**src/design/ldw_ram.sv**
```systemverilog
// ldw_ram: generic single-write, single-read synchronous memory with
// registered read data. No dependencies.
module ldw_ram #(
    parameter int WIDTH = 8,
    parameter int DEPTH = 16
) (
    input  logic                     clk,
    input  logic                     we,
    input  logic [$clog2(DEPTH)-1:0] waddr,
    input  logic [WIDTH-1:0]         wdata,
    input  logic [$clog2(DEPTH)-1:0] raddr,
    output logic [WIDTH-1:0]         rdata
);
    logic [WIDTH-1:0] mem [DEPTH];

    always_ff @(posedge clk)
    begin
        if (we)
        begin
            mem[waddr] <= wdata;
        end
    end

    always_ff @(posedge clk)
    begin
        rdata <= mem[raddr];
    end
endmodule

```
**config.mk**
```make
export PLATFORM = sky130hd
export DESIGN_NAME = ldw_ram
export DESIGN_NICKNAME = d
export VERILOG_FILES = /design/src/design/ldw_ram.sv
export SDC_FILE = /design/constraint.sdc
export NUM_CORES = 1
export LEC_CHECK = 0
export ABC_AREA = 1
export BUFFER_PORTS_ARGS = -buffer_cell sky130_fd_sc_hd__buf_2
export CAP_MARGIN = 20
export CORE_ASPECT_RATIO = 0.75
export CORE_MARGIN = 2
export CORE_UTILIZATION = 40
export DETAILED_ROUTE_END_ITERATION = 10
export GPL_TIMING_DRIVEN = 0
export PLACE_DENSITY = 0.62
export REMOVE_ABC_BUFFERS = 1
export SYNTH_ARGS = -nofsm -noshare
export SYNTH_HDL_FRONTEND = slang
export SYNTH_SLANG_ARGS = --single-unit
```
**constraint.sdc**
```tcl
create_clock -name clk -period 1.48 [get_ports clk]
set_input_delay 0.148 -clock clk [delete_from_list [all_inputs] [get_ports clk]]
set_output_delay 0.148 -clock clk [all_outputs]
set_load 0.005 [all_outputs]
```
Word-level counts from Yosys, hierarchy flattened. Memories as Yosys holds them, arrays and structs flattened. A register that Yosys moved wholly into a read port is not among the register bits. Index checks and enable logic that the tools add are counted. Widths: inputs -> output; s select.

Register bits after elaboration: 0. Bits in latches: 0. Memory bits (writable): 128. Memory bits (read-only): 0. Bits of input ports: 18. Output and inout port bits: 8. Memories kept: 1.

Memories: mem (words 16, bits a word 8, read ports 1, clocked after Yosys merged registers in 1, wr ports 1, line 14) `logic [WIDTH-1:0] mem [DEPTH];`.

Add/sub/neg operators: 0. Multipliers: 0. Divide/modulo/power cells: 0. Magnitude comparators: 0. Equal/unequal tests: 0. Shift operators: 0. Muxes and demuxes: 2. Bitwise logic cells: 0. Reductions and logical operators: 0.

Operators by type and width (count): $mux 1 (2).

Longest topological paths before layout.
Depth after elaboration: 2. Mapped depth: 8. Mapped depth without buffers: 7.

Worst setup path before layout. OpenSTA, ideal clock, no wires.

Path kind: input to register. Start: in waddr[2]. End: mem mem[10][0] (enable). Data arrival time: 0.729 ns. Data required time: 1.110 ns. Setup slack: 0.381 ns. Stages on the path: 2. Buffers on the path: 0. Cell sequence: nand3b_1 -> nor2_1.

RTL lines: start: declaration (line 9) `input logic [$clog2(DEPTH)-1:0] waddr,`; end: declaration (line 14).

No word-level cell before the write port.

==> summary.txt <==
Distinct cells, synth = 12
Main flop type after synthesis = edfxtp_1
Cell taking the most area after synthesis = edfxtp_1
Core Region = 0.0139 mm²
1st-pass router iterations = 7
Final HPWL DP = 7610 µm
CP startpoint kind = input pin
Sequential cell area fraction in the yosys report = 69.4%
Area growth syn-to-layout = 12.6%
CTS max path bufs = 2
Initial antenna violation count = 0
Inserted Clock Buffers = 17
Max-Cap Viols = 0
Worst slew pin tran = 0.958 ns
Die width = 143 µm
CTS Root Cell = clkbuf_16
Final setup violating endpoints = 0
Final Util = 46.7%
Worst hold path type = in2reg
Wire per inst = 16.9 µm
DR iter-0 viols = 324
Worst EP arrival = 1.62 ns
Via count = 3,675
Met2 global-route usage = 26.5%
VDD IR max = 861 µV
First-pass GRT wire length = 19,600 µm
Syn Std Cell Area = 0.00577 mm²
Remaining antenna violation count after routing = 0
Fin. Hold Viols = 0
Part of the cycle the worst path needs = 89.1%
Final Wtd Congestion = 0.741
Top-count cell post-synth = nand2_1
Slew Limit Fails = 0
# nets final = 590
Top post-synthesis cells by area = edfxtp_1 (67%), nand2_1 (11%), nand3_1 (8.4%), inv_1 (6.5%), dfxtp_1 (2.8%)
CTS tree = done
Syn Inst Count = 551
Vias per cell = 4.84
CP max FO = 64
Clk sinks = 136
Setup Total Neg Slack = 0 ns
Ant. Diodes = 0
Synthesis-stage register bit count = 136
Clock Skews = 0.00705 ns
Worst Setup Path Type = in2reg
FMAX = 0.758 GHz
Rel. slew slack = 35.9%
EDFF count, synth = 128
Post-synth top cells = nand2_1 (173), edfxtp_1 (128), inv_1 (100), nand3_1 (97), nor2_1 (17)
Die height = 108 µm
I/O Buffers = 25
Setup Fix Bufs, Post-CTS = 0
Minimum clock period = 1.32 ns
Synth async-reset ratio = 0%
Layout cells sized above 1 = 8.89%
CTS H-Tree Depth = 4
Critical path's top delay family = buffers and inverters
WP buf/inv = 2
Status = complete, no violations
Clock slew at reported path FFs = 0.05 ns
Worst path cell trace = buf_4 > inv_4 > nand2_1 > nand3_1 > nand3_1 > nand3_1 > nand2_1
Leak Pwr = 2.78 nW
Total wire length = 12,900 µm
Cell Pwr Density = 1320 mW/mm²
Met3 usage = 5.36%
Total grt overflow = 0
Via count of the first global-routing pass = 3,502
RSZ-0062 raised after global routing = no
# IOs = 26
Top Usage Layer GRT = met2
Finished Layout Cells = 760
Syn Area/Cell = 10.5 µm²
CP Capture Type = register
Yosys warning count = 0
Die area = 0.0154 mm²
CP max stage delay = 0.56 ns
Share of the synthesized area in the top cell type = 66.7%
Clock Latency Late Sink = 0.41 ns
M1 GR Usage = 25.5%
Reg2reg setup slack = 0.38 ns
Residual DRC = 0
Row count = 37
Fin Hold WS = 0.0990 ns
GRT Util Overall = 17.9%
Critical Path RT = 1.78 ns
Starting Density = 41.5%
Slowest cell on crit path = inv_4
Most frequent CP cell = nand3_1
Largest net degree at the start of global routing = 65
Placed cells = 728
## area by class of cell
cell class                 count  area (µm²)
sequential                   136        4000
fill                        1275        7400
clock inverter                13        87.6
inverter                     102         385
tap                          175         219
multi-input combinational    289        1210
timing repair buffer          26         150
clock buffer                  19         433
## flip-flops by register name (all words and copies together) (netlist names)
| name | flops |
|---|---|
| mem | 128 |
| rdata | 8 |
## worst min-delay path, delay by kind of cell
| family | cells | cell delay [ns] |
|---|---|---|
| buf+inv | 1 | 0.17 |
| simple gates | 2 | 0.15 |
## layer usage
metal,up-vias,wire (µm)
met5,-,0
li1,1815,-
met1,1743,6240
met4,0,149
met2,101,5700
met3,16,779
## cells in the final DEF, fill, tap and decap left out
cell type,netlist,routed
edfxtp_1,128,128
buf_2,13,23
nand3b_1,2,2
dfxtp_1,8,8
bufinv_16,0,1
inv_2,2,1
clkbuf_16,0,17
clkinv_2,0,4
inv_1,100,100
buf_12,0,1
clkinv_1,0,6
nand2_1,173,173
nand3_1,97,97
inv_4,0,1
nor2_1,17,17
clkinvlp_4,0,2
clkbuf_1,0,2
buf_4,4,2
## cell families (layout without fill, tap and decap cells)
group,count (synthesis),count (layout),synth area share (%)
buffers and inverters,126,160,9.52
and+or+nand+nor,289,289,21.0
DFF,136,136,69.4
## timing repair
action | CTS | global route
endpoints found under the hold margin | 0 | 0
endpoints found under the setup margin | 8 | 0
resized for setup | 3 | 0
hold buffers | 0 | 0
## per-stage QoR
stage	worst slack, ns	total power, mW	instance area [µm²]
final	0.161	8.56	6490
after global routing	0.0165	8.86	6490
after CTS	0.162	8.61	6490
after detailed placement	-0.708	4.92	5960
after global placement	-1.34	4.89	5940
after floorplan	0.352	4.64	5600
## final timing paths
kind	from	end	cells after the start
setup / recovery	raddr[0]	rdata[5]$_DFF_P_	7
hold / removal	raddr[3]	rdata[0]$_DFF_P_	3
setup reg to reg	mem[6][5]$_DFFE_PP_	rdata[5]$_DFF_P_	6
hold reg to reg	mem[2][6]$_DFFE_PP_	rdata[6]$_DFF_P_	6
## power breakdown
group,switching [mW],total [mW],internal (mW)
logic,0.367,0.507,0.139
clock network,1.47,3.73,2.25
registers,0.0222,4.33,4.31
total,1.86,8.56,6.70
(Power assumes the default switching activity.)
