File: config.mk
export PLATFORM = sky130hd
export DESIGN_NAME = ldw_isqrt
export DESIGN_NICKNAME = d
export VERILOG_FILES = /design/src/design/ldw_pkg.sv /design/src/design/ldw_isqrt.sv
export SDC_FILE = /design/constraint.sdc
export NUM_CORES = 1
export LEC_CHECK = 0
export BUFFER_PORTS_ARGS = -buffer_cell sky130_fd_sc_hd__buf_2
export CORE_UTILIZATION = 40
export DETAILED_ROUTE_END_ITERATION = 16
export PLACE_DENSITY = 0.7
export SLEW_MARGIN = 15
export SYNTH_ARGS = -nofsm -noshare
export SYNTH_HDL_FRONTEND = slang
export SYNTH_SLANG_ARGS = --single-unit
File: constraint.sdc
create_clock -name clk -period 3.35 [get_ports clk]
set_clock_uncertainty 0.1 [all_clocks]
set_input_delay 0.335 -clock clk [delete_from_list [all_inputs] [get_ports clk]]
set_output_delay 0.335 -clock clk [all_outputs]
set_load 0.005 [all_outputs]
File: src/design/ldw_pkg.sv
// ldw_pkg: shared widths, constants, register codes and types for the
// landing detector window core. Depends on nothing.
package ldw_pkg;

    localparam int DEPTH = 16;
    localparam int AW    = $clog2(DEPTH);

    localparam int LAT_W = 31;
    localparam int LON_W = 32;
    localparam int ALT_W = 18;
    localparam int HS_W  = 13;
    localparam int VS_W  = 14;
    localparam int HAG_W = 18;

    localparam int LIM_W   = 17;
    localparam int SPD_W   = 13;
    localparam int XYS_W   = 7;
    localparam int Z_W     = 14;

    localparam int CFG_IDX_W  = 3;
    localparam int CFG_DATA_W = 18;

    localparam int DELTA_W  = 34;
    localparam int MAG_W    = 33;
    localparam int CM_MUL   = 11112;
    localparam int CM_DIV   = 10000;
    localparam int MUL_W    = 14;
    localparam int PROD_W   = MAG_W + MUL_W;
    localparam int CM_W     = 31;
    localparam int RAD_W    = 64;
    localparam int ROOT_W   = 32;

    // reciprocal of the centimetre divisor, exact floor for MAG_W-bit inputs
    localparam int          CM_SHIFT = 44;
    localparam logic [63:0] CM_RECIP =
        ((64'(CM_MUL) << CM_SHIFT) + 64'(CM_DIV - 1)) / 64'(CM_DIV);
    localparam int          RCP_LO_W = 23;
    localparam int          RCP_HI_W = 22;

    localparam int XY_SUM_W   = ROOT_W + AW;
    localparam int XY_CMP_W   = XY_SUM_W + 4;
    localparam int XY_SUM_MUL = 9;
    localparam int XY_SPD_MUL = 250 * DEPTH;
    localparam int ALT_SUM_W  = ALT_W + AW;

    typedef enum logic [CFG_IDX_W-1:0] {
        REG_TAKEOFF_ALT,
        REG_ABOVE_TAKEOFF,
        REG_ABOVE_GROUND,
        REG_HSPEED_LIM,
        REG_VSPEED_LIM,
        REG_XY_SPEED,
        REG_Z_LIMIT
    } cfg_reg_t;

    typedef struct packed {
        logic [LAT_W-1:0] lat;
        logic [LON_W-1:0] lon;
        logic [ALT_W-1:0] alt;
        logic [HS_W-1:0]  hs;
        logic [VS_W-1:0]  vs;
    } entry_t;

    localparam int ENTRY_W = $bits(entry_t);

    typedef enum logic [3:0] {
        ST_IDLE,
        ST_SCAN_RD,
        ST_SCAN_ACC,
        ST_CENTRE,
        ST_RD,
        ST_DELTA,
        ST_MUL,
        ST_DIV,
        ST_SQX,
        ST_SQY,
        ST_ROOT,
        ST_DECIDE,
        ST_OUT
    } state_t;

endpackage

File: src/design/ldw_isqrt.sv
// ldw_isqrt: truncated integer square root, two radicand bits per cycle.
// Depends on ldw_pkg.
module ldw_isqrt (
    input  logic                      clk,
    input  logic                      rst_n,
    input  logic                      start,
    input  logic [ldw_pkg::RAD_W-1:0]  radicand,
    output logic                      done,
    output logic [ldw_pkg::ROOT_W-1:0] root
);
    import ldw_pkg::*;

    localparam int REM_W = ROOT_W + 2;
    localparam int TRY_W = ROOT_W + 4;
    localparam int CNT_W = $clog2(ROOT_W + 1);

    logic [RAD_W-1:0]  rad_reg;
    logic [REM_W-1:0]  rem_reg;
    logic [ROOT_W-1:0] root_reg;
    logic [CNT_W-1:0]  cnt_reg;
    logic              busy_reg, done_reg, ge;
    logic [TRY_W-1:0]  trial_rem, trial;

    always_comb
    begin
        trial_rem = {rem_reg, rad_reg[RAD_W-1:RAD_W-2]};
        trial     = {2'b00, root_reg, 2'b01};
        ge        = trial_rem >= trial;
    end

    always_ff @(posedge clk or negedge rst_n)
    begin
        if (!rst_n)
        begin
            busy_reg <= 1'b0;
            done_reg <= 1'b0;
            cnt_reg  <= '0;
        end
        else
        begin
            done_reg <= 1'b0;
            if (start)
            begin
                busy_reg <= 1'b1;
                cnt_reg  <= CNT_W'(ROOT_W);
            end
            else if (busy_reg)
            begin
                cnt_reg <= cnt_reg - 1'b1;
                if (cnt_reg == CNT_W'(1))
                begin
                    busy_reg <= 1'b0;
                    done_reg <= 1'b1;
                end
            end
        end
    end

    always_ff @(posedge clk)
    begin
        if (start)
        begin
            rad_reg  <= radicand;
            rem_reg  <= '0;
            root_reg <= '0;
        end
        else if (busy_reg)
        begin
            rad_reg  <= {rad_reg[RAD_W-3:0], 2'b00};
            rem_reg  <= ge ? REM_W'(trial_rem - trial) : REM_W'(trial_rem);
            root_reg <= {root_reg[ROOT_W-2:0], ge};
        end
    end

    assign done = done_reg;
    assign root = root_reg;
endmodule

Yosys cells after proc, flatten, opt, wreduce, memory -nomap -nowiden. Cells that the tools add are included.

Register bits: 138. Latch bits: 0. Memory bits (writable): 0. ROM bits: 0. Input bits: 67. Output and inout bits: 33. Word-level logic and storage cells: 22. Memories kept: 0.

Add/sub/neg operators: 2. Multiply operators: 0. Divide/modulo/power cells: 0. $lt $le $gt $ge: 1. Equal/unequal tests: 1. Shift-type cells: 0. Muxes and demuxes: 11. Bitwise logic cells: 0. Reduce and logical (&&, ||, !) cells: 1.

Operator list (count): 64-bit 2-to-1 mux (2); 36-bit by 34-bit >= comparator with 1-bit output (1); 34-bit 2-to-1 mux (1); 34-bit subtractor (1); 6-bit 2-to-1 mux (2); 6-bit by 1-bit equality test with 1-bit output (second input constant) (1); 1-bit 2-to-1 mux (6); 6-bit by 1-bit subtractor with 6-bit output (second input constant) (1); 2-bit nonzero test (1).

Logic depth before layout (Yosys ltp). Gate-level depths: netlist of the first run.

Depth after elaboration: 4. Gate-level depth with buffers: 13. Gate-level depth less buffers: 10.

Worst setup path before layout of the first run. No wires, ideal clock.

Path kind: input-to-reg. Start point: input start. End point: register rad_reg[0] (enable). Data arrival time: 2.426 ns. Setup slack: 0.406 ns. Stages: 5. Buffers on the path: 3. Path through: clkbuf_1 > clkbuf_1 > clkbuf_1 > nor2_1 > inv_1.

Word-level cells in the longest chain between the ends: 1.

RTL lines: start: declaration (RTL line ldw_isqrt.sv:6) `input logic start,`; 2-bit nonzero test (no line); end signal: assignment (RTL line ldw_isqrt.sv:63) `rad_reg <= radicand;`; end signal: assignment (RTL line ldw_isqrt.sv:69) `rad_reg <= {rad_reg[RAD_W-3:0], 2'b00};`; end: declaration (RTL line ldw_isqrt.sv:17) `logic [RAD_W-1:0] rad_reg;`.

No other way between the ends. A chain may end at the register's enable or synchronous reset.

Final worst setup path of the first run.
Start point: register root_reg[15], in the netlist root[15]. End point: register rem_reg[22].

Word-level cells in the longest chain between the ends: 2. Elaborated cells on any way between the ends: 3.

RTL lines: start: declaration (RTL line ldw_isqrt.sv:19) `logic [ROOT_W-1:0] root_reg;`; start signal: assignment (RTL line ldw_isqrt.sv:71) `root_reg <= {root_reg[ROOT_W-2:0], ge};`; 34-bit subtractor or 36-bit by 34-bit >= comparator with 1-bit output (tied branches) (RTL line ldw_isqrt.sv:70, ldw_isqrt.sv:28); 34-bit 2-to-1 mux (*) (RTL line ldw_isqrt.sv:70) `rem_reg <= ge ? REM_W'(trial_rem - trial) : REM_W'(trial_rem);`; end signal: assignment (RTL line ldw_isqrt.sv:70); end: declaration (RTL line ldw_isqrt.sv:18) `logic [REM_W-1:0] rem_reg;`.

Every way passes the cells marked *; elsewhere a longest branch is shown, timed or not.

==> flow_summary.toml, run 1 <==
[critical_path]
cp_num_buf_inv = 2
cpMostUsedCell = "a211oi_1"
cp_top_family = "compound AO/OA/AOI/OAI gates"
ff2ff_setup_slack_ns = 0.14
cp-end-kind = "flop"
path_class = "reg2reg"
critical_path_arrival_ns = 3.38
critPathMaxFanout = 7
reg2reg_depth = 11
path_cells = "inv_1 -> ha_1 -> a21o_1 -> a211oi_1 -> o21ai_0 -> a2111oi_4 -> nor2_4 -> a41oi_4 -> buf_4 -> mux2i_1 -> a211oi_1"
cpPeakStageDelay_ns = 0.39
critical-path-slowest-cell = "ha_1"
required_ns = 3.52
r2r-end = "rem_reg[22]$_SDFFE_PP0P_"
r2r_start = "root[15]$_SDFFE_PP0P_"
startpoint_type = "flop"

[synthesis]
ys_ff_latch = 138
yosysMostFrequentCell = "nor2_1"
synth_top_cells_by_area = "edfxtp_1, dfxtp_1, mux2_2"
synth_top_area_frac = 0.2481
synthesis.nets = 858
synthCells = 755
synth_area_per_cell_um2 = 10.26
syn_area_um2 = 7747
synthTopCellsByCount = "nor2_1, dfxtp_1, edfxtp_1, mux2_2, mux2i_1"
synth.largest_area_cell = "edfxtp_1"
synth-main-ff-cell = "dfxtp_1"
synth_edf_count = 64
async_reset_ff_frac = 0.05797
ys_warn_count = 0
ys_seq_area_frac = 0.4444
yosysUniqueCellTypes = 61

[global_route]
first_global_vias = 5507
grt_pass1_wl_mm = 27.51
antenna_found_initial = 0
gr-total-overflow = 0
grt_max_degree = 70
grt.total_usage = 0.1715

[clock_network]
cts_tree = "done"
cts_root_buf = "clkbuf_16"
post-cts-setup-buffers = 0
clock_path_buffers = 2
cts_buffers = 17
clock_latency_ns = 0.42
cts_max_level = 4
cts.sink_count = 138
clkTransAtPathRegs_ns = 0.07

[routing]
drt_first_pass_iters = 5
via_count = 5786
first_iter_violations = 310
drc = 0
routed_via_density = 5.175
postRouteAntennaNets = 0
avgRoutedWirePerCell_um = 14.69
drt_wl_total_mm = 16.43

[placed_design]
place_hpwl_mm = 11.30
dp_slack_ns = 0.2001
routabilityCongestion = 0.9164
port_buffers = 99

[cells_and_area]
utilization = 0.4878
fill_cells = 1751
largest_reg_flops = 64
nets = 948
insertedDiodeCount = 0
drive_gt1_frac = 0.2564
area_growth_pct = 18.56

[die]
rows = 50
io-pin-count = 100
initial_utilization = 0.4114
coreArea_um2 = 18830
dieArea_um2 = 19930
die_w_um = 141.2
fp.dieH_um = 141.2

[pwr]
peakVddDrop_mv = 0.5356
swShare = 0.3904
internal-power_mw = 5.039
p_sw_mw = 3.227
p_per_area_nw_per_um2 = 899.9
clockPowerShare = 0.230
leakagePower_nw = 4.004
pwr-share-seq = 0.280
combPwrFrac = 0.490

[timing]
setup_slack_ns = 0.1445
hold_viol = 0
max_clock_freq_ghz = 0.3120
post-route-period-util = 0.9569
worst_pin_slew_ns = 0.5981
slew_headroom = 0.5956
setup_violations = 0
maxSlewViolCount = 0
finalCriticalPeriod_ns = 3.206

[min_path]
holdPathEnd = "rad_reg[0]$_SDFFCE_PN0P_"
min_from = "radicand[0]"
min_path_type = "in2reg"
min_path_cells = 2

[run]
drv_cap = 0

[status]
outcome = "finished, final reports clean"
kinds of logic after synthesis:
group,synth area share
AO/OA/AOI/OAI,0.1387
XOR/XNOR,0.03505
flip-flops,0.4444
adder cells (fa/ha/maj),0.05814
multiplexers,0.1625
buffers and inverters,0.04877
AND/OR/NAND/NOR,0.1124
metal layers:
metal	vias to the layer above	GRT usage	routed length [um]
li1	2918	-	-
met1	2720	0.2334	7898
met2	133	0.2600	7357
met3	15	0.05299	997
met4	0	0.05149	172
met5	-	0	0
timing repair:
| action | CTS | global route |
|---|---|---|
| hold buffers | 1 | 0 |
| hold endpoints to repair | 8 | 0 |
| setup endpoints to repair | 0 | 1 |
| gates resized for setup | 0 | 3 |
layout by cell type (no fill, tap or decap), types with 5 or more instances in the layout:
master     synthesis  final
clkinv_8           0      6
mux2_2            62     62
a311oi_1           7      7
buf_4              1     13
ha_1              36     36
or3_1              5      5
edfxtp_1          64     64
xor2_1             9      9
nor2b_1            5      5
buf_2              2     98
a21o_1            12     12
a211oi_1          28     28
inv_8              0      6
nor3_1             5      5
o21ai_0           15     15
nand3_1            7      7
inv_1             48     47
and3_1             5      5
clkbuf_16          0     18
nor2_1            93     93
nand4_1            8      8
a21oi_1           38     38
mux2i_1           56     56
dfxtp_1           66     66
dfrtp_1            8      7
nand2b_1           6      6
o21a_1             8      8
nand2_1           31     31
o22ai_1            5      5
o211ai_1           8      8
xnor2_1           22     22
stage by stage:
stage	instances	cell area, um2	power (mW)	hold slack [ns]	TNS, ns
6_report	1118	9185	8.266	0.1012	0
2_1_floorplan	755	7747	5.474	-0.06059	0
3_5_place_dp	1084	8527	6.254	0.09085	0
4_1_cts	1117	9154	8.204	0.07520	0
5_1_grt	1118	9185	8.879	0.08225	-0.001583
3_3_place_gp	1084	8527	6.202	0.09342	0
worst max path at each step:
stage                     startpoint  cells past startpoint                        to
3_3_place_gp   root[15]$_SDFFE_PP0P_                     11  rem_reg[17]$_SDFFE_PP0P_
3_5_place_dp   root[26]$_SDFFE_PP0P_                     11  rem_reg[24]$_SDFFE_PP0P_
6_report       root[15]$_SDFFE_PP0P_                     11  rem_reg[22]$_SDFFE_PP0P_
4_1_cts        root[15]$_SDFFE_PP0P_                     11  rem_reg[26]$_SDFFE_PP0P_
2_1_floorplan                  start                      5  rad_reg[0]$_SDFFCE_PN0P_
5_1_grt        root[26]$_SDFFE_PP0P_                     11  rem_reg[24]$_SDFFE_PP0P_
power by group through the flow:
stage	sequential [mW]	combinational [mW]	clock, mW
5_1_grt	2.36	4.50	2.02
4_1_cts	2.32	3.94	1.95
6_report	2.32	4.05	1.90
3_3_place_gp	2.34	3.86	0
2_1_floorplan	2.28	3.20	0
3_5_place_dp	2.35	3.91	0
final cells by class:
type	count	area (um2)	share of cell area
Multi-Input combinational cell	524	3933	0.4281
Sequential cell	138	3447	0.3753
Timing Repair Buffer	116	683.2	0.07438
Clock buffer	17	425.4	0.04632
Tap cell	260	325.3	0.03542
Clock inverter	15	191.4	0.02084
Inverter	48	180.2	0.01962
Power figures use the tool's default switching activity.
==> inputs of run 2 (changes only) <==
--- a/config.mk
+++ b/config.mk
@@ -6,6 +6,8 @@
 export NUM_CORES = 1
 export LEC_CHECK = 0
 export BUFFER_PORTS_ARGS = -buffer_cell sky130_fd_sc_hd__buf_2
+export CORE_ASPECT_RATIO = 0.9
+export CORE_MARGIN = 5
 export CORE_UTILIZATION = 40
 export DETAILED_ROUTE_END_ITERATION = 16
 export PLACE_DENSITY = 0.7
==> flow_summary.toml, run 2 (synthesized netlist as in run 1, its figures left out) <==
[clock_network]
cts.sink_count = 138
clock_path_buffers = 2
cts_buffers = 17
clock_latency_ns = 0.42
clkTransAtPathRegs_ns = 0.06
cts_tree = "done"
cts_max_level = 4
cts_root_buf = "clkbuf_16"

[cells_and_area]
area_growth_pct = 17.36
layout_commonest_cell = "buf_2"
fin_cells = 1105
nets = 945
drive_gt1_frac = 0.2538
insertedDiodeCount = 0
largest_reg_flops = 64
layout_common_cells = "buf_2, nor2_1, dfxtp_1, edfxtp_1, mux2_2"

[critical_path]
path_class = "reg2reg"
cp-end-kind = "flop"
critical-path-slowest-cell = "or3b_1"
path_cells = "inv_1 -> ha_1 -> and4_2 -> nor4bb_2 -> a31o_1 -> a21oi_1 -> o21ai_1 -> a41oi_4 -> buf_12 -> or3b_1 -> a311oi_1"
critical_path_arrival_ns = 3.39
cp_top_family = "simple AND/OR/NAND/NOR gates"
cp_num_buf_inv = 2
startpoint_type = "flop"
required_ns = 3.58
cpPeakStageDelay_ns = 0.40
critPathMaxFanout = 43

[routing]
avgRoutedWirePerCell_um = 15.40
routed_via_density = 5.217
drt_wl_total_mm = 17.02
postRouteAntennaNets = 0
via_count = 5765
drt_first_pass_iters = 5
first_iter_violations = 440
drc = 0

[die]
fp.dieH_um = 142.0
coreArea_um2 = 19100
io-pin-count = 100
initial_utilization = 0.4057
rows = 48
dieArea_um2 = 22260
die_w_um = 156.7

[run]
drv_cap = 0

[placed_design]
placed_cells = 1072
port_buffers = 99
routabilityCongestion = 0.8939
dp_slack_ns = 0.1137
place_hpwl_mm = 11.79

[global_route]
gr-total-overflow = 0
use_met1 = 0.2232
busiest_layer = "met2"
first_global_vias = 5474
antenna_found_initial = 0
grt_use_met2 = 0.2369
grt.total_usage = 0.1545
gr-usage-met3 = 0.03466
grt_pass1_wl_mm = 28.12
grt_max_degree = 70

[timing]
hold_viol = 0
worst_pin_slew_ns = 0.7972
setup_violations = 0
slew_headroom = 0.4685
setup_slack_ns = 0.1884
maxSlewViolCount = 0
max_clock_freq_ghz = 0.3163
finalCriticalPeriod_ns = 3.162
tns_ns = 0
post-route-period-util = 0.9438

[pwr]
swShare = 0.3783
pwr-share-seq = 0.287
p_per_area_nw_per_um2 = 893.8
peakVddDrop_mv = 0.4288
combPwrFrac = 0.484
p_sw_mw = 3.074
clockPowerShare = 0.229
leakagePower_nw = 3.949
internal-power_mw = 5.052

[status]
outcome = "finished, final reports clean"

[min_path]
min_path_type = "in2reg"
[run 2: changes by cell type in the layout (fill, tap and decap cells not counted), sizes merged]
cell / delta
clkinv: -2
buf: -2
bufinv: +2
inv: -6
clkinvlp: +5
[run 2: final cells by class]
cell class / count / area [um2]
clock buffers: 18 / 429.2
multi-input cells: 524 / 3934
well taps: 250 / 312.8
inverters: 48 / 180.2
fillers: 1815 / 10010
repair buffers: 113 / 643.1
clock inverters: 14 / 146.4
flip-flops and latches: 138 / 3447
[run 2: power groups by stage]
stage | sequential, mW | clock [mW] | combinational (mW)
CTS | 2.34 | 1.90 | 3.92
global placement | 2.36 | 0 | 3.85
global route | 2.37 | 1.98 | 4.39
floorplan | 2.28 | 0 | 3.20
finish | 2.33 | 1.86 | 3.93
detailed placement | 2.36 | 0 | 3.88
[run 2: final timing paths]
path                                          start                       end  slack, ns  cells past startpoint
min                                     radicand[1]  rad_reg[1]$_SDFFCE_PN0P_        0.1                      2
min in group asynchronous                     rst_n    cnt_reg[5]$_DFFE_PN0P_       0.21                      2
max                           root[29]$_SDFFE_PP0P_  rem_reg[24]$_SDFFE_PP0P_       0.19                     11
max in group asynchronous                     rst_n        busy_reg$_DFF_PN0_       2.74                      2
min reg2reg                rem_reg[33]$_SDFFE_PP0P_  rem_reg[33]$_SDFFE_PP0P_       0.39                      2
max reg2reg                   root[29]$_SDFFE_PP0P_  rem_reg[24]$_SDFFE_PP0P_       0.19                     11
[run 2: worst register-to-register path: stages (launching register included)]
cell and delay, ns:
dfxtp_1 0.37, inv_1 0.08, ha_1 0.35, and4_2 0.34, nor4bb_2 0.39, a31o_1 0.19, a21oi_1 0.06, o21ai_1 0.22
a41oi_4 0.06, buf_12 0.23, or3b_1 0.42, a311oi_1 0.26
[run 2: timing repair]
item / 4_1_cts / 5_1_grt
hold buffers: 1 / 0
setup endpoints to repair: 0 / 1
resized for setup: 0 / 2
endpoints found under the hold margin: 8 / 0
setup buffers: 0 / 0
[run 2: metal layers]
| layer | up-vias | share of wire |
|---|---|---|
| met5 | - | 0 |
| met1 | 2729 | 0.50 |
| met2 | 106 | 0.46 |
| met4 | 0 | 0.0073 |
| met3 | 8 | 0.032 |
| li1 | 2922 | - |
[run 2: per-stage QoR]
| step | total power [mW] | util | hold slack (ns) | area, um2 |
|---|---|---|---|---|
| final | 8.127 | 0.4761 | 0.09764 | 9092 |
| after global routing | 8.743 | 0.4761 | 0.09083 | 9092 |
| after CTS | 8.154 | 0.4757 | 0.08200 | 9085 |
| after detailed placement | 6.245 | 0.4450 | 0.08481 | 8499 |
| after global placement | 6.204 | 0.4450 | 0.08623 | 8499 |
| after floorplan | 5.474 | - | -0.06059 | 7747 |
==> inputs of run 3 (changes only) <==
--- a/config.mk
+++ b/config.mk
@@ -6,6 +6,7 @@
 export NUM_CORES = 1
 export LEC_CHECK = 0
 export BUFFER_PORTS_ARGS = -buffer_cell sky130_fd_sc_hd__buf_2
+export CAP_MARGIN = 20
 export CORE_ASPECT_RATIO = 0.9
 export CORE_MARGIN = 5
 export CORE_UTILIZATION = 40
==> constraint.sdc (replaced) <==
create_clock -name clk -period 3.4 [get_ports clk]
set_clock_uncertainty 0.1 [all_clocks]
set_input_delay 0.34 -clock clk [delete_from_list [all_inputs] [get_ports clk]]
set_output_delay 0.34 -clock clk [all_outputs]
set_load 0.005 [all_outputs]
==> flow_summary.toml, run 3 (synthesized netlist as in run 1, its figures left out) <==
[global_route]
antenna_found_initial = 0
gr-total-overflow = 0
grt_pass1_wl_mm = 27.99
grt.total_usage = 0.1530
first_global_vias = 5561
grt_max_degree = 142

[critical_path]
startpoint_type = "flop"
critPathMaxFanout = 27
reg2reg_depth = 11
critical_path_arrival_ns = 3.41
r2r_start = "root[26]$_SDFFE_PP0P_"
cp-end-kind = "flop"
path_class = "reg2reg"
required_ns = 3.63
ff2ff_setup_slack_ns = 0.22
r2r-end = "rem_reg[24]$_SDFFE_PP0P_"

[timing]
setup_slack_ns = 0.2204
hold_viol = 0
tns_ns = 0
maxSlewViolCount = 0
slew_headroom = 0.5260
finalCriticalPeriod_ns = 3.180
max_clock_freq_ghz = 0.3145
rsz0062_at_grt = "no"
worst_pin_slew_ns = 0.7099
post-route-period-util = 0.9352
setup_violations = 0

[clock_network]
cts_tree = "done"
cts_max_level = 4
cts_root_buf = "clkbuf_16"
cts_buffers = 17
cts.sink_count = 138
clkTransAtPathRegs_ns = 0.07
post-cts-setup-buffers = 0
clock_latency_ns = 0.43
clock_path_buffers = 2

[routing]
drc = 0
routed_via_density = 5.185
via_count = 5714
drt_wl_total_mm = 16.75
postRouteAntennaNets = 0
avgRoutedWirePerCell_um = 15.20
first_iter_violations = 288
drt_first_pass_iters = 4

[pwr]
swShare = 0.3789
peakVddDrop_mv = 0.4117
combPwrFrac = 0.488
p_per_area_nw_per_um2 = 877.0
clockPowerShare = 0.223
internal-power_mw = 4.926
pwr-share-seq = 0.289
leakagePower_nw = 3.918
p_sw_mw = 3.005

[placed_design]
port_buffers = 99
placed_cells = 1069
dp_slack_ns = 0.2761
routabilityCongestion = 0.8937
place_hpwl_mm = 11.64

[cells_and_area]
insertedDiodeCount = 0
area_growth_pct = 16.72
fin_cells = 1102
nets = 942
layout_common_cells = "buf_2, nor2_1, dfxtp_1, edfxtp_1, mux2_2"
multi_input_area_um2 = 3931
layout_commonest_cell = "buf_2"
ff_latch_area_um2 = 3447
largest_reg_flops = 64
fill_cells = 1822
drive_gt1_frac = 0.2477

[min_path]
min_path_cells = 3
min_path_type = "in2reg"
min_from = "start"
holdPathEnd = "busy_reg$_DFF_PN0_"

[die]
rows = 48
die_w_um = 156.7
fp.dieH_um = 142.0
coreArea_um2 = 19100
initial_utilization = 0.4057
dieArea_um2 = 22260
io-pin-count = 100

[run]
drv_cap = 0

[status]
outcome = "finished, final reports clean"
-- run 3: worst max-delay path by stage --
stage	from	to	cells past startpoint
2_1_floorplan	start	rad_reg[0]$_SDFFCE_PN0P_	5
3_3_place_gp	root[26]$_SDFFE_PP0P_	rem_reg[24]$_SDFFE_PP0P_	11
3_5_place_dp	root[29]$_SDFFE_PP0P_	rem_reg[24]$_SDFFE_PP0P_	11
4_1_cts	root[29]$_SDFFE_PP0P_	rem_reg[24]$_SDFFE_PP0P_	11
5_1_grt	root[2]$_SDFFE_PP0P_	rem_reg[21]$_SDFFE_PP0P_	11
6_report	root[26]$_SDFFE_PP0P_	rem_reg[24]$_SDFFE_PP0P_	11
-- run 3: repair_timing --
action / 4_1_cts / 5_1_grt
hold buffers: 1 / 0
endpoints found under the hold margin: 8 / 0
endpoints found under the setup margin: 0 / 10
gates resized for setup: 0 / 1
-- run 3: critical path, cell delays in order, from the launching register on --
cell and delay, ns:
dfxtp_1 0.38, inv_1 0.07, ha_1 0.37, and4_1 0.36, nor4bb_1 0.39, a31o_1 0.19, a21oi_1 0.06, o21ai_1 0.24
a41oi_4 0.08, buf_12 0.20, or3b_1 0.38, a311oi_1 0.25
-- run 3: layout make-up --
cell class / instances / area share
multi-input combinational: 524 / 0.4348
sequential: 138 / 0.3812
timing repair buffer: 110 / 0.06863
clock buffer: 19 / 0.04788
tap: 250 / 0.03459
inverter: 48 / 0.01993
clock inverter: 13 / 0.01301
-- run 3: layer usage --
metal	vias to the layer above	track usage	wire length [um]
met3	20	0.03132	568
li1	2907	-	-
met2	98	0.2236	7505
met4	0	0.04749	212
met1	2689	0.2274	8458
met5	-	0	0
-- run 3: power groups by stage --
| stage | registers [mW] | logic [mW] | clock network, mW |
|---|---|---|---|
| after floorplan | 2.24 | 3.15 | 0 |
| after global placement | 2.32 | 3.81 | 0 |
| after detailed placement | 2.32 | 3.84 | 0 |
| after CTS | 2.29 | 3.88 | 1.81 |
| after global routing | 2.33 | 4.37 | 1.88 |
| final | 2.29 | 3.87 | 1.77 |
-- run 3: through the flow --
stage | instance area, um2 | total power [mW] | utilization | hold WS [ns]
6_report | 9042 | 7.931 | 0.4735 | 0.09474
5_1_grt | 9042 | 8.586 | 0.4735 | 0.09333
4_1_cts | 9037 | 7.983 | 0.4732 | 0.08119
3_5_place_dp | 8477 | 6.158 | 0.4439 | 0.09053
3_3_place_gp | 8477 | 6.125 | 0.4439 | 0.08998
2_1_floorplan | 7747 | 5.394 | - | -0.05559
